<file path="src/rtl/frls_pkg.sv">
// ----------------------------------------------------------------------------
// frls_pkg
// Shared constants and types for the flash record log store.
// ----------------------------------------------------------------------------
package frls_pkg;

    localparam int AREA_BYTES = 256;
    localparam int MAX_RECORD = 64;
    localparam int LEN_MAX    = (MAX_RECORD < AREA_BYTES) ? MAX_RECORD : AREA_BYTES;

    localparam int ADDR_W = $clog2(AREA_BYTES);
    localparam int IDX_W  = $clog2(MAX_RECORD);
    localparam int SUM_W  = ADDR_W + 2;

    localparam logic [7:0] ERASED_BYTE = 8'hFF;
    localparam logic [6:0] REC_LEN_RESET = 7'd16;

    typedef enum logic [6:0] {
        ST_IDLE      = 7'b0000001,
        ST_SCAN_A    = 7'b0000010,
        ST_SCAN_B    = 7'b0000100,
        ST_SCAN_C    = 7'b0001000,
        ST_EMIT_RD   = 7'b0010000,
        ST_EMIT_LD   = 7'b0100000,
        ST_EMIT_WAIT = 7'b1000000
    } frls_state_t;

    typedef enum logic {
        FUNC_WRITE = 1'b0,
        FUNC_READ  = 1'b1
    } frls_func_t;

endpackage

</file>
<file path="src/rtl/flash_record_log_store_unit.sv">
// ----------------------------------------------------------------------------
// flash_record_log_store_unit
// Wear-levelling record log in a byte store: stages write bytes, commits a
// record into the first empty slot (erasing the store when full) and reads
// back the newest record one byte per transfer.
// ----------------------------------------------------------------------------
//  channel  | signals                               | flow
//  ---------+---------------------------------------+------------------------
//  req      | req_valid req_ready func data_byte    | in, valid/ready
//           | last_byte                             |
//  rsp      | rsp_valid rsp_ready read_byte         | out, valid/ready
//           | byte_index is_last area_erased        |
//  cfg      | cfg_we cfg_data                       | in, write only
//
//  a staged write byte without last_byte is staged and the unit stays idle
//  a commit or read scans slot by slot through the single store read port,
//  in states SCAN_A, SCAN_B and SCAN_C per slot, then emits each record byte
//  through EMIT_RD, EMIT_LD and EMIT_WAIT, held there by any output stall
//  req_ready is low from a commit or read until its last byte is taken
//  reset marks every store byte erased at once through per-byte valid bits
// ----------------------------------------------------------------------------
module flash_record_log_store_unit (
    input  logic        clk,
    input  logic        rst_n,
    input  logic        cfg_we,
    input  logic [6:0]  cfg_data,
    input  logic        req_valid,
    output logic        req_ready,
    input  logic        func,
    input  logic [7:0]  data_byte,
    input  logic        last_byte,
    output logic        rsp_valid,
    input  logic        rsp_ready,
    output logic [7:0]  read_byte,
    output logic [5:0]  byte_index,
    output logic        is_last,
    output logic        area_erased
);
    import frls_pkg::*;

    // control state
    frls_state_t              state_reg, state_next;
    logic [6:0]               rec_len_reg;
    logic [6:0]               staged_cnt_reg, staged_cnt_next;
    logic [ADDR_W:0]          scan_reg, scan_next;
    logic [ADDR_W:0]          whole_reg, whole_next;
    logic [ADDR_W-1:0]        base_reg, base_next;
    logic [IDX_W-1:0]         k_reg, k_next;
    logic                     is_wr_reg, is_wr_next;
    logic                     first_ff_reg, first_ff_next;
    logic                     erased_reg, erased_next;
    logic                     rsp_valid_reg, rsp_valid_next;
    logic [AREA_BYTES-1:0]    vld_reg;
    logic                     rd_vld_reg;

    // memories and payload
    logic [7:0]               store_mem [AREA_BYTES];
    logic [7:0]               stg_mem [MAX_RECORD];
    logic [7:0]               store_q_reg;
    logic [7:0]               stg_q_reg;
    logic [7:0]               read_byte_reg;
    logic [5:0]               byte_index_reg;
    logic                     is_last_reg;

    logic [6:0]               len;
    logic [SUM_W-1:0]         len_w, scan_ext, scan_nx_ext, emit_addr_ext;
    logic [ADDR_W-1:0]        st_raddr, emit_addr;
    logic                     st_we, stg_we, vld_clear;
    logic [7:0]               st_byte;
    logic                     slot_empty, rec_last;

    // effective record length, saturated to 1..LEN_MAX
    always_comb
    begin
        if (rec_len_reg == 7'd0)
            len = 7'd1;
        else if (rec_len_reg > 7'(LEN_MAX))
            len = 7'(LEN_MAX);
        else
            len = rec_len_reg;
    end

    assign len_w         = SUM_W'(len);
    assign scan_ext      = SUM_W'(scan_reg);
    assign scan_nx_ext   = scan_ext + len_w;
    assign emit_addr_ext = SUM_W'(base_reg) + SUM_W'(k_reg);
    assign emit_addr     = emit_addr_ext[ADDR_W-1:0];
    assign st_byte       = rd_vld_reg ? store_q_reg : ERASED_BYTE;
    assign slot_empty    = first_ff_reg && (st_byte == ERASED_BYTE);
    assign rec_last      = ((7'(k_reg) + 7'd1) == len);

    assign req_ready = (state_reg == ST_IDLE);
    assign st_we     = (state_reg == ST_EMIT_LD) && is_wr_reg;
    assign stg_we    = req_valid && req_ready && (func == FUNC_WRITE)
                       && (staged_cnt_reg < 7'(MAX_RECORD));

    always_comb
    begin
        unique case (state_reg)
            ST_SCAN_B:  st_raddr = ADDR_W'(scan_ext + SUM_W'(1));
            ST_EMIT_RD: st_raddr = emit_addr;
            default:    st_raddr = scan_reg[ADDR_W-1:0];
        endcase
    end

    // sequencer
    always_comb
    begin
        state_next      = state_reg;
        staged_cnt_next = staged_cnt_reg;
        scan_next       = scan_reg;
        whole_next      = whole_reg;
        base_next       = base_reg;
        k_next          = k_reg;
        is_wr_next      = is_wr_reg;
        first_ff_next   = first_ff_reg;
        erased_next     = erased_reg;
        rsp_valid_next  = rsp_valid_reg;
        vld_clear       = 1'b0;

        unique case (state_reg)
            ST_IDLE:
            begin
                if (req_valid)
                begin
                    scan_next   = '0;
                    whole_next  = '0;
                    erased_next = 1'b0;
                    if (func == FUNC_READ)
                    begin
                        is_wr_next = 1'b0;
                        state_next = ST_SCAN_A;
                    end
                    else
                    begin
                        is_wr_next = 1'b1;
                        if (stg_we)
                            staged_cnt_next = staged_cnt_reg + 7'd1;
                        if (last_byte)
                            state_next = ST_SCAN_A;
                    end
                end
            end
            ST_SCAN_A:
                state_next = ST_SCAN_B;
            ST_SCAN_B:
            begin
                first_ff_next = (st_byte == ERASED_BYTE);
                state_next    = ST_SCAN_C;
            end
            ST_SCAN_C:
            begin
                if (!slot_empty && (scan_nx_ext + SUM_W'(1) < SUM_W'(AREA_BYTES)))
                begin
                    // step to the next slot, keep track of the last whole one
                    scan_next = scan_nx_ext[ADDR_W:0];
                    if (scan_nx_ext + len_w <= SUM_W'(AREA_BYTES))
                        whole_next = scan_nx_ext[ADDR_W:0];
                    state_next = ST_SCAN_A;
                end
                else
                begin
                    if (!slot_empty && (scan_nx_ext + len_w <= SUM_W'(AREA_BYTES)))
                        whole_next = scan_nx_ext[ADDR_W:0];
                    k_next     = '0;
                    state_next = ST_EMIT_RD;
                    if (!is_wr_reg)
                    begin
                        if (!slot_empty)
                            base_next = whole_next[ADDR_W-1:0];
                        else if (scan_reg == '0)
                            base_next = '0;
                        else
                            base_next = ADDR_W'(scan_ext - len_w);
                    end
                    else
                    begin
                        staged_cnt_next = '0;
                        if (!slot_empty || (scan_nx_ext > SUM_W'(AREA_BYTES)))
                        begin
                            vld_clear   = 1'b1;
                            erased_next = 1'b1;
                            base_next   = '0;
                        end
                        else
                            base_next = scan_reg[ADDR_W-1:0];
                    end
                end
            end
            ST_EMIT_RD:
                state_next = ST_EMIT_LD;
            ST_EMIT_LD:
            begin
                rsp_valid_next = 1'b1;
                state_next     = ST_EMIT_WAIT;
            end
            ST_EMIT_WAIT:
            begin
                if (rsp_ready)
                begin
                    rsp_valid_next = 1'b0;
                    if (is_last_reg)
                        state_next = ST_IDLE;
                    else
                    begin
                        k_next     = k_reg + IDX_W'(1);
                        state_next = ST_EMIT_RD;
                    end
                end
            end
            default:
                state_next = ST_IDLE;
        endcase
    end

    always_ff @(posedge clk or negedge rst_n)
    begin
        if (!rst_n)
        begin
            state_reg      <= ST_IDLE;
            rec_len_reg    <= REC_LEN_RESET;
            staged_cnt_reg <= '0;
            scan_reg       <= '0;
            whole_reg      <= '0;
            base_reg       <= '0;
            k_reg          <= '0;
            is_wr_reg      <= 1'b0;
            first_ff_reg   <= 1'b0;
            erased_reg     <= 1'b0;
            rsp_valid_reg  <= 1'b0;
            vld_reg        <= '0;
            rd_vld_reg     <= 1'b0;
        end
        else
        begin
            state_reg      <= state_next;
            staged_cnt_reg <= staged_cnt_next;
            scan_reg       <= scan_next;
            whole_reg      <= whole_next;
            base_reg       <= base_next;
            k_reg          <= k_next;
            is_wr_reg      <= is_wr_next;
            first_ff_reg   <= first_ff_next;
            erased_reg     <= erased_next;
            rsp_valid_reg  <= rsp_valid_next;
            rd_vld_reg     <= vld_reg[st_raddr];
            if (cfg_we)
                rec_len_reg <= cfg_data;
            // erase drops every valid bit at once
            if (vld_clear)
                vld_reg <= '0;
            else if (st_we)
                vld_reg[emit_addr] <= 1'b1;
        end
    end

    // byte store, one write and one registered read port
    always_ff @(posedge clk)
    begin
        if (st_we)
            store_mem[emit_addr] <= stg_q_reg;
        store_q_reg <= store_mem[st_raddr];
    end

    // staging buffer
    always_ff @(posedge clk)
    begin
        if (stg_we)
            stg_mem[staged_cnt_reg[IDX_W-1:0]] <= data_byte;
        stg_q_reg <= stg_mem[k_reg];
    end

    // output register, a commit returns what it has just written
    always_ff @(posedge clk)
    begin
        if (state_reg == ST_EMIT_LD)
        begin
            read_byte_reg  <= is_wr_reg ? stg_q_reg : st_byte;
            byte_index_reg <= 6'(k_reg);
            is_last_reg    <= rec_last;
        end
    end

    assign rsp_valid   = rsp_valid_reg;
    assign read_byte   = read_byte_reg;
    assign byte_index  = byte_index_reg;
    assign is_last     = is_last_reg;
    assign area_erased = erased_reg;

endmodule
</file>
<file path="config.mk">
export PLATFORM = sky130hd
export DESIGN_NAME = flash_record_log_store_unit
export DESIGN_NICKNAME = d
export VERILOG_FILES = /design/src/rtl/frls_pkg.sv /design/src/rtl/flash_record_log_store_unit.sv
export SDC_FILE = /design/constraint.sdc
export NUM_CORES = 2
export LEC_CHECK = 0
export BUFFER_PORTS_ARGS = -buffer_cell sky130_fd_sc_hd__buf_2
export CORE_ASPECT_RATIO = 1.1
export CORE_MARGIN = 1.5
export CORE_UTILIZATION = 43
export CTS_CLUSTER_SIZE = 24
export DETAILED_ROUTE_END_ITERATION = 8
export GPL_ROUTABILITY_DRIVEN = 1
export PLACE_DENSITY = 0.57
export SLEW_MARGIN = 20
export SYNTH_ARGS = -nofsm -noshare
export SYNTH_HDL_FRONTEND = slang
export SYNTH_SLANG_ARGS = --single-unit
</file>
<file path="constraint.sdc">
create_clock -name clk -period 5.5 [get_ports clk]
set_clock_uncertainty 0.15 [all_clocks]
set_input_delay 0.275 -clock clk [delete_from_list [all_inputs] [get_ports clk]]
set_output_delay 0.275 -clock clk [all_outputs]
set_load 0.01 [all_outputs]
</file>
==> Word-level counts from Yosys, hierarchy flattened <==
Memory sizes are Yosys's and may differ from the RTL's. A register that Yosys moved wholly into a read port is not among the register bits.
Cells that the tools add are included.
Widths: inputs -> output; s select.
{ "word_totals": {"ff_bits": 328, "mem_bits_rw": 2560, "input_bits": 22, "output_inout_bits": 18, "word_cells": 138, "n_memories": 2} }
{ "mem_list": {"columns": ["name", "depth", "width", "rd", "rd_clocked_by_memory_dff", "write_ports", "line", "rtl"], "rows": [
  ["store_mem", 256, 8, 1, 1, 1, "flash_record_log_store_unit.sv:57", "logic [7:0] store_mem [AREA_BYTES];"],
  ["stg_mem", 64, 8, 1, 1, 1, "flash_record_log_store_unit.sv:58", "logic [7:0] stg_mem [MAX_RECORD];"]
]} }
{ "op_classes": {"addsub": 9, "order_cmp": 8, "eq_ne": 20, "mux": 55, "bitwise": 3, "n_reduce_logical": 25} }
{ "op_table": {"columns": ["operator", "count"], "rows": [
  ["$mux 256", 2],
  ["$or 256x256->256", 1],
  ["$mux 7", 11],
  ["$mux 8", 9],
  ["$pmux 7 s7", 1],
  ["$pmux 8 s2", 2],
  ["$lt 8x9->1 const B", 2],
  ["$mux 6", 3],
  ["$mux 9", 2],
  ["$pmux 9 s2", 1],
  ["$mux 1", 16],
  ["$ne 2x2->1 const B", 8],
  ["$pmux 7 s2", 1],
  ["$pmux 6 s2", 1],
  ["$add 10x1->10 const B", 1],
  ["$add 10x7->10", 1],
  ["$add 9x7->10", 1],
  ["$gt 10x9->1 const B", 1],
  ["$le 10x9->1 const B", 1],
  ["$lt 10x9->1 const B", 1],
  ["$mux 5", 2],
  ["$logic_not 9->1", 1],
  ["$reduce_and 3->1", 3],
  ["$add 8x1->8 const B", 1],
  ["other kinds (33)", 47]
]} }

==> Logic depth before layout (Yosys ltp) <==
{ "logic_depth": {"word_depth": 11, "ltp_mapped": 23, "ltp_nobuf": 22} }

==> Worst setup path after synthesis <==
No wires, ideal clock.
{ "synth_path": {"path_kind": "reg2reg", "start": "register rec_len_reg[4]", "end": "register base_reg[7]", "setup_time_ps": 82, "t_arrival_ps": 4473, "setup_slack_ps": 795, "stages_incl_launch_ff": 24, "path_buffers": 1, "period_less_slack_ps": 4705, "path_cell_list": "dfstp_2 -> nor2_1 -> a21oi_1 -> nor2_1 -> ha_1 -> fa_1 -> nor2b_1 -> o21a_1 -> o21ba_2 -> or4_1 -> and3_1 -> inv_1 -> ha_1 -> nand2b_1 -> nor2_1 -> nor3_1 -> a21oi_1 -> a2111oi_0 -> o2111ai_1 -> a21oi_1 -> a32oi_1 -> clkbuf_1 -> or3_1 -> a31oi_1"} }
{ "synth_via": {"elab_chain_cells": 10, "elab_cells_between_ends": 21, "classes_between": "add/sub (4); order compare (4); mux (7); bitwise (1); reduce/logical (5)"} }
{ "synth_lines": {"columns": ["item", "line", "rtl"], "rows": [
  ["start: declaration", "flash_record_log_store_unit.sv:43", "logic [6:0] rec_len_reg;"],
  ["start signal: assignment", "flash_record_log_store_unit.sv:248", "rec_len_reg <= cfg_data;"],
  ["$gt 7x7->1", "flash_record_log_store_unit.sv:77", "else if (rec_len_reg > 7'(LEN_MAX))"],
  ["$mux 7", "flash_record_log_store_unit.sv:77", null],
  ["$mux 7 *", "flash_record_log_store_unit.sv:75", "if (rec_len_reg == 7'd0)"],
  ["$add 9x7->10", "flash_record_log_store_unit.sv:85", "assign scan_nx_ext = scan_ext + len_w;"],
  ["$add 10x7->10", "flash_record_log_store_unit.sv:163", "if (!slot_empty && (scan_nx_ext + len_w <= SUM_W'(AREA_BYTES)))"],
  ["$le 10x9->1", "flash_record_log_store_unit.sv:163", null],
  ["$logic_and 1x1->1", "flash_record_log_store_unit.sv:163", null],
  ["$mux 8", "flash_record_log_store_unit.sv:163", null],
  ["$mux 8", "flash_record_log_store_unit.sv:169", "if (!slot_empty)"],
  ["$mux 8", "flash_record_log_store_unit.sv:167", "if (!is_wr_reg)"],
  ["end signal: assignment", "flash_record_log_store_unit.sv:240", "base_reg <= base_next;"],
  ["end: declaration", "flash_record_log_store_unit.sv:47", "logic [ADDR_W-1:0] base_reg, base_next;"]
]} }
Mark *: on every way between the ends. The rest lies on a longest branch, timed or not.
A chain may end at the register's enable or synchronous reset.

==> Worst setup path in the final report <==
{ "layout_path": {"start": "register state_reg[4]", "end": "register store_q_reg[1], read port of store_mem"} }
{ "layout_via": {"elab_chain_cells": 2, "elab_cells_between_ends": 3, "classes_between": "eq/ne (2); mux (1)"} }
{ "layout_lines": {"columns": ["item", "line", "rtl"], "rows": [
  ["start: declaration", "flash_record_log_store_unit.sv:42", "frls_state_t state_reg, state_next;"],
  ["start signal: assignment", "flash_record_log_store_unit.sv:236", "state_reg <= state_next;"],
  ["$eq 7x5->1 or $eq 7x3->1 (tied branches)", "flash_record_log_store_unit.sv:99", "unique case (state_reg)"],
  ["$pmux 8 s2 *", "flash_record_log_store_unit.sv:99", null],
  ["end: declaration", "flash_record_log_store_unit.sv:59", "logic [7:0] store_q_reg;"]
]} }
Marked as above.

==> impl_results.html <==
<table>
<tr><th>Metric</th><th>Value</th></tr>
<tr><th colspan="2">CTS</th></tr>
<tr><td>Clock root buffer</td><td>sky130_fd_sc_hd__clkbuf_16</td></tr>
<tr><td>CTS sink cnt</td><td>2904</td></tr>
<tr><td>Clock tree from TritonCTS</td><td>done</td></tr>
<tr><td>Clock edge transition at the registers on the reported setup and hold paths</td><td>60 ps</td></tr>
<tr><td>Number of levels the H-tree was split into</td><td>5</td></tr>
<tr><td>Number of buffers on the longest clock path</td><td>4</td></tr>
<tr><td>Clock buffer count from CTS</td><td>297</td></tr>
<tr><td>Clock latency of the later-clocked register in the worst-skew pair</td><td>890 ps</td></tr>
<tr><th colspan="2">Worst setup path</th></tr>
<tr><td>Required arrival time at the worst endpoint</td><td>6070 ps</td></tr>
<tr><td>Worst flop-to-flop path startpoint</td><td>state_reg[4]$_DFFE_PN0P_</td></tr>
<tr><td>Largest fanout of any net on the critical path</td><td>27</td></tr>
<tr><td>Reg2Reg Setup Slack</td><td>180 ps</td></tr>
<tr><td>Worst endpoint data arrival time</td><td>5890 ps</td></tr>
<tr><td>Reg2Reg Capture Point</td><td>store_q_reg[1]$_DFF_P_</td></tr>
<tr><td>WS Path Type</td><td>flop to flop</td></tr>
<tr><td>Worst r2r path cells</td><td>11</td></tr>
<tr><td>Crit. End Element</td><td>flop</td></tr>
<tr><td>CP Launch Type</td><td>flop</td></tr>
<tr><td>Cells along the critical path</td><td>or4b_1 -&gt; o221ai_4 -&gt; and3_4 -&gt; buf_4 -&gt; buf_4 -&gt; nand3_1 -&gt; a311oi_1 -&gt; nand4_1 -&gt; and3_1 -&gt; a21oi_1 -&gt; a311oi_1</td></tr>
<tr><td>Worst stage delay on the critical path</td><td>720 ps</td></tr>
<tr><td>Critical path's slowest cell</td><td>sky130_fd_sc_hd__or4b_1</td></tr>
<tr><th colspan="2">Power and ir drop</th></tr>
<tr><td>VDD IR-drop max</td><td>0.0002884 V</td></tr>
<tr><td>Share of power burned in the clock network</td><td>42.4%</td></tr>
<tr><td>Leakage power of the design</td><td>48.20 nW</td></tr>
<tr><td>Power density of the placed cells</td><td>346.6 nW/um2</td></tr>
<tr><td>Part of the total power dissipated in combinational logic</td><td>5.9%</td></tr>
<tr><td>Fraction of power consumed by sequential logic</td><td>51.6%</td></tr>
<tr><td>Pint</td><td>0.03648 W</td></tr>
<tr><td>Switching part of the total power</td><td>22.89%</td></tr>
<tr><td>Switching power summed over all nets</td><td>0.01083 W</td></tr>
<tr><th colspan="2">Die</th></tr>
<tr><td>Total number of placement rows</td><td>202</td></tr>
<tr><td>Chip height</td><td>553.8 um</td></tr>
<tr><td>Total die area</td><td>279000 um2</td></tr>
<tr><td>Placeable core area</td><td>274700 um2</td></tr>
<tr><td>Width of the die</td><td>503.7 um</td></tr>
<tr><td>Starting Density</td><td>43.17%</td></tr>
<tr><td>Number of primary I/O pins</td><td>40</td></tr>
<tr><th colspan="2">Status</th></tr>
<tr><td>Run status</td><td>finished, final reports clean</td></tr>
<tr><th colspan="2">Logic synthesis</th></tr>
<tr><td>Library cells used by synthesis</td><td>90</td></tr>
<tr><td>Combinational family with the most area after synthesis</td><td>simple AND/OR/NAND/NOR gates</td></tr>
<tr><td>Portion of the post-synthesis area used by sequential elements</td><td>72.08%</td></tr>
<tr><td>Post-synthesis xor/xnor area fraction</td><td>0.2068%</td></tr>
<tr><td>Library cell with the largest summed area after synthesis</td><td>sky130_fd_sc_hd__edfxtp_1</td></tr>
<tr><td>Flip-flop cell with the highest count after synthesis</td><td>sky130_fd_sc_hd__edfxtp_1</td></tr>
<tr><td>Async set-reset flop share out of synthesis</td><td>10.78%</td></tr>
<tr><td>Synthesized-area fraction occupied by ao, oa, aoi and oai cells</td><td>5.098%</td></tr>
<tr><td>Combined area of all synthesized cells</td><td>118600 um2</td></tr>
<tr><td>Adder-cell share of the synthesized area</td><td>0.3840%</td></tr>
<tr><td>Count of mapped cells out of synthesis</td><td>8606</td></tr>
<tr><td>Post-synthesis mux area share</td><td>6.963%</td></tr>
<tr><td>Number of synthesized flops with an enable pin</td><td>2575</td></tr>
<tr><td>Simple-gate share of the synthesized area</td><td>12.78%</td></tr>
<tr><td>Number of register bits inferred by synthesis</td><td>2904</td></tr>
<tr><td>Synthesized area per cell</td><td>13.78 um2</td></tr>
<tr><td>Portion of synthesized cell area occupied by the leading cell type</td><td>65.20%</td></tr>
<tr><td>Ys Warns</td><td>0</td></tr>
<tr><td>Top cells by area in the synthesized netlist</td><td>sky130_fd_sc_hd__edfxtp_1 65%, sky130_fd_sc_hd__dfrtp_1 6.6%, sky130_fd_sc_hd__nand2_1 5.4%</td></tr>
<tr><td>Post-Synthesis Net Count</td><td>8662</td></tr>
<tr><th colspan="2">Hold path</th></tr>
<tr><td>Class of the most critical hold timing path</td><td>input pin to flop</td></tr>
<tr><td>Endpoint of the worst hold-timing path</td><td>rec_len_reg[6]$_DFFE_PN0P_</td></tr>
<tr><td>Hold_sp</td><td>cfg_we</td></tr>
<tr><td>Hold Path Stages</td><td>3</td></tr>
<tr><th colspan="2">GRT</th></tr>
<tr><td>Antenna violations before repair</td><td>11</td></tr>
<tr><td>Via count of the first global-routing pass</td><td>73895</td></tr>
<tr><td>Total grt overflow</td><td>0</td></tr>
<tr><td>Maximum number of pins on one net before global-route repair</td><td>181</td></tr>
<tr><td>Wire length of the first global-routing pass</td><td>537.1 mm</td></tr>
<tr><td>Global-route usage over all layers</td><td>26.31%</td></tr>
<tr><th colspan="2">Layout</th></tr>
<tr><td>Final cell count without fillers</td><td>12963</td></tr>
<tr><td>Area grow syn2layout</td><td>15.10%</td></tr>
<tr><td>Area occupied by multi-input gates</td><td>30410 um2</td></tr>
<tr><td>Max FFs per register</td><td>2048</td></tr>
<tr><td>Final-layout fill cell count</td><td>23373</td></tr>
<tr><td>Leading cell type in the layout, fill and taps excluded</td><td>sky130_fd_sc_hd__edfxtp_1</td></tr>
<tr><td>Ratio of cells with drive above 1 in the final layout</td><td>14.82%</td></tr>
<tr><td>End-of-flow core utilization</td><td>49.69%</td></tr>
<tr><td>Highest-count cells in the layout ignoring fill and taps</td><td>2575 x sky130_fd_sc_hd__edfxtp_1, 1718 x sky130_fd_sc_hd__nand2_1, 866 x sky130_fd_sc_hd__nor2_1, 759 x sky130_fd_sc_hd__nand3_1, 546 x sky130_fd_sc_hd__buf_4</td></tr>
<tr><td>Sequential cell area in the final layout</td><td>85520 um2</td></tr>
<tr><td>Net count reported at finish</td><td>9099</td></tr>
<tr><th colspan="2">Placement</th></tr>
<tr><td>Port Buffer Count</td><td>39</td></tr>
<tr><td>Post-placement cell count</td><td>12373</td></tr>
<tr><td>Final weighted congestion in routability-driven placement</td><td>0.9185</td></tr>
<tr><td>HPWL Detailed</td><td>234.1 mm</td></tr>
<tr><th colspan="2">STA</th></tr>
<tr><td>Count of final hold-check violations</td><td>0</td></tr>
<tr><td>Measured slew at the worst slew-check pin</td><td>1234 ps</td></tr>
<tr><td>Number of pins with negative max-slew slack in the final report</td><td>0</td></tr>
<tr><td>Setup-violating endpoint count in the final report</td><td>0</td></tr>
<tr><td>Period utilisation layout</td><td>96.74%</td></tr>
<tr><td>Max Freq</td><td>187.9 MHz</td></tr>
<tr><td>Headroom to the max-slew limit</td><td>17.71%</td></tr>
<tr><td>Setup repair after global routing missed its margin</td><td>false</td></tr>
<tr><td>Clock period minus worst slack</td><td>5321 ps</td></tr>
<tr><th colspan="2">Drt</th></tr>
<tr><td>Number of DRC violations after detailed routing</td><td>0</td></tr>
<tr><td>Routed wirelength normalized by instance count</td><td>28.84 um</td></tr>
<tr><td>Post-route ant nets</td><td>0</td></tr>
<tr><td>Via/cell ratio</td><td>5.915</td></tr>
<tr><td>DRT iter0 DRCs</td><td>9312</td></tr>
<tr><td>Vias</td><td>76680</td></tr>
<tr><td>TritonRoute pass-1 iters</td><td>6</td></tr>
<tr><td>Total routed wirelength</td><td>373.9 mm</td></tr>
<tr><th colspan="2">Run</th></tr>
<tr><td>Number of violations of the max-capacitance limit</td><td>0</td></tr>
</table>
-- metrics by stage --
stage | setup TNS (ps) | power [W] | cell area (um2) | hold WS (ps) | worst slack (ps)
6_report | 0 | 0.04731 | 136500 | 135.5 | 179.3
3_3_place_gp | 0 | 0.02757 | 126400 | 139.0 | 24.00
4_1_cts | 0 | 0.04751 | 136400 | 47.86 | 2.637
2_1_floorplan | 0 | 0.02632 | 118600 | -170.6 | 795.0
3_5_place_dp | -18.65 | 0.02761 | 126500 | 133.2 | -18.65
5_1_grt | 0 | 0.04850 | 136500 | 173.6 | 19.11
-- cell families (layout without fill, tap and decap cells) --
logic type                 count (synthesis)  in the layout
and+or+nand+nor                         3604           3604
DFF                                     2904           2904
AOI/OAI and AO/OA                        845            845
buffers and inverters                    642           1317
muxes                                    549            549
adders and majority gates                 34             34
xor gates and xnor gates                  28             28
other                                      0             10
-- worst max-delay path by stage --
stage / from / endpoint / slack, ps / cells past startpoint
2_1_floorplan: rec_len_reg[4]$_DFFE_PN1P_ / base_reg[7]$_DFFE_PN0N_ / 800 / 23
3_3_place_gp: state_reg[4]$_DFFE_PN0P_ / rd_vld_reg$_DFF_PN0_ / 20 / 11
3_5_place_dp: state_reg[4]$_DFFE_PN0P_ / rd_vld_reg$_DFF_PN0_ / -20 / 11
4_1_cts: state_reg[4]$_DFFE_PN0P_ / rd_vld_reg$_DFF_PN0_ / 3 / 11
5_1_grt: state_reg[4]$_DFFE_PN0P_ / store_q_reg[1]$_DFF_P_ / 20 / 11
6_report: state_reg[4]$_DFFE_PN0P_ / store_q_reg[1]$_DFF_P_ / 180 / 11
-- synthesized netlist by cell type, drive strengths merged, types with 22 or more instances --
library cell and instances:
a32oi 43, dfrtp 311, mux4 220, and3 79
nand2 1720, a2bb2oi 22, nor2 874, nand3 762
a31oi 130, nor3 34, mux2i 321, a211oi 81
clkbuf 239, ha 30, a311oi 105, a22oi 42
inv 89, o21ai 66, o211ai 39, edfxtp 2575
buf 313, o22ai 33, nand4 33, a21oi 144
-- power by group through the flow --
stage	logic [W]	clock network, W	registers, W
3_5_place_dp	0.00272	0	0.0249
4_1_cts	0.00276	0.0203	0.0244
5_1_grt	0.00296	0.0211	0.0244
3_3_place_gp	0.00269	0	0.0249
6_report	0.00281	0.0201	0.0244
2_1_floorplan	0.00136	0	0.0250
-- what timing repair did --
item                       in CTS  in global routing
hold buffers                   35                  3
setup endpoints to repair       1                 16
setup buffers                   0                  4
hold endpoints to repair      522                192
pin swaps                       1                  1
resized for setup               0                  2
-- metal layers --
metal | vias to the layer above | wire length [um] | GRT usage, %
met1 | 39278 | 150700 | 36.07
met3 | 694 | 33690 | 5.034
met4 | 8 | 16340 | 11.03
li1 | 32897 | - | -
met2 | 3803 | 173100 | 41.15
met5 | - | 48 | 0
-- layout make-up --
type	instances	share of cell area, %
tap	3672	3.366
clock inverter	137	1.027
timing repair buffer	690	4.459
antenna	10	0.01833
sequential	2904	62.65
inverter	90	0.2475
clock buffer	400	5.952
multi-input combinational	5060	22.28
-- worst max-delay path, delay by kind of cell (launching register included) --
kind / cells / cell delay, ps
buffers and inverters: 2 / 870
and+or+nand+nor: 5 / 2130
AOI/OAI and AO/OA: 4 / 1510
DFF: 1 / 490
Power figures use the tool's default switching activity.
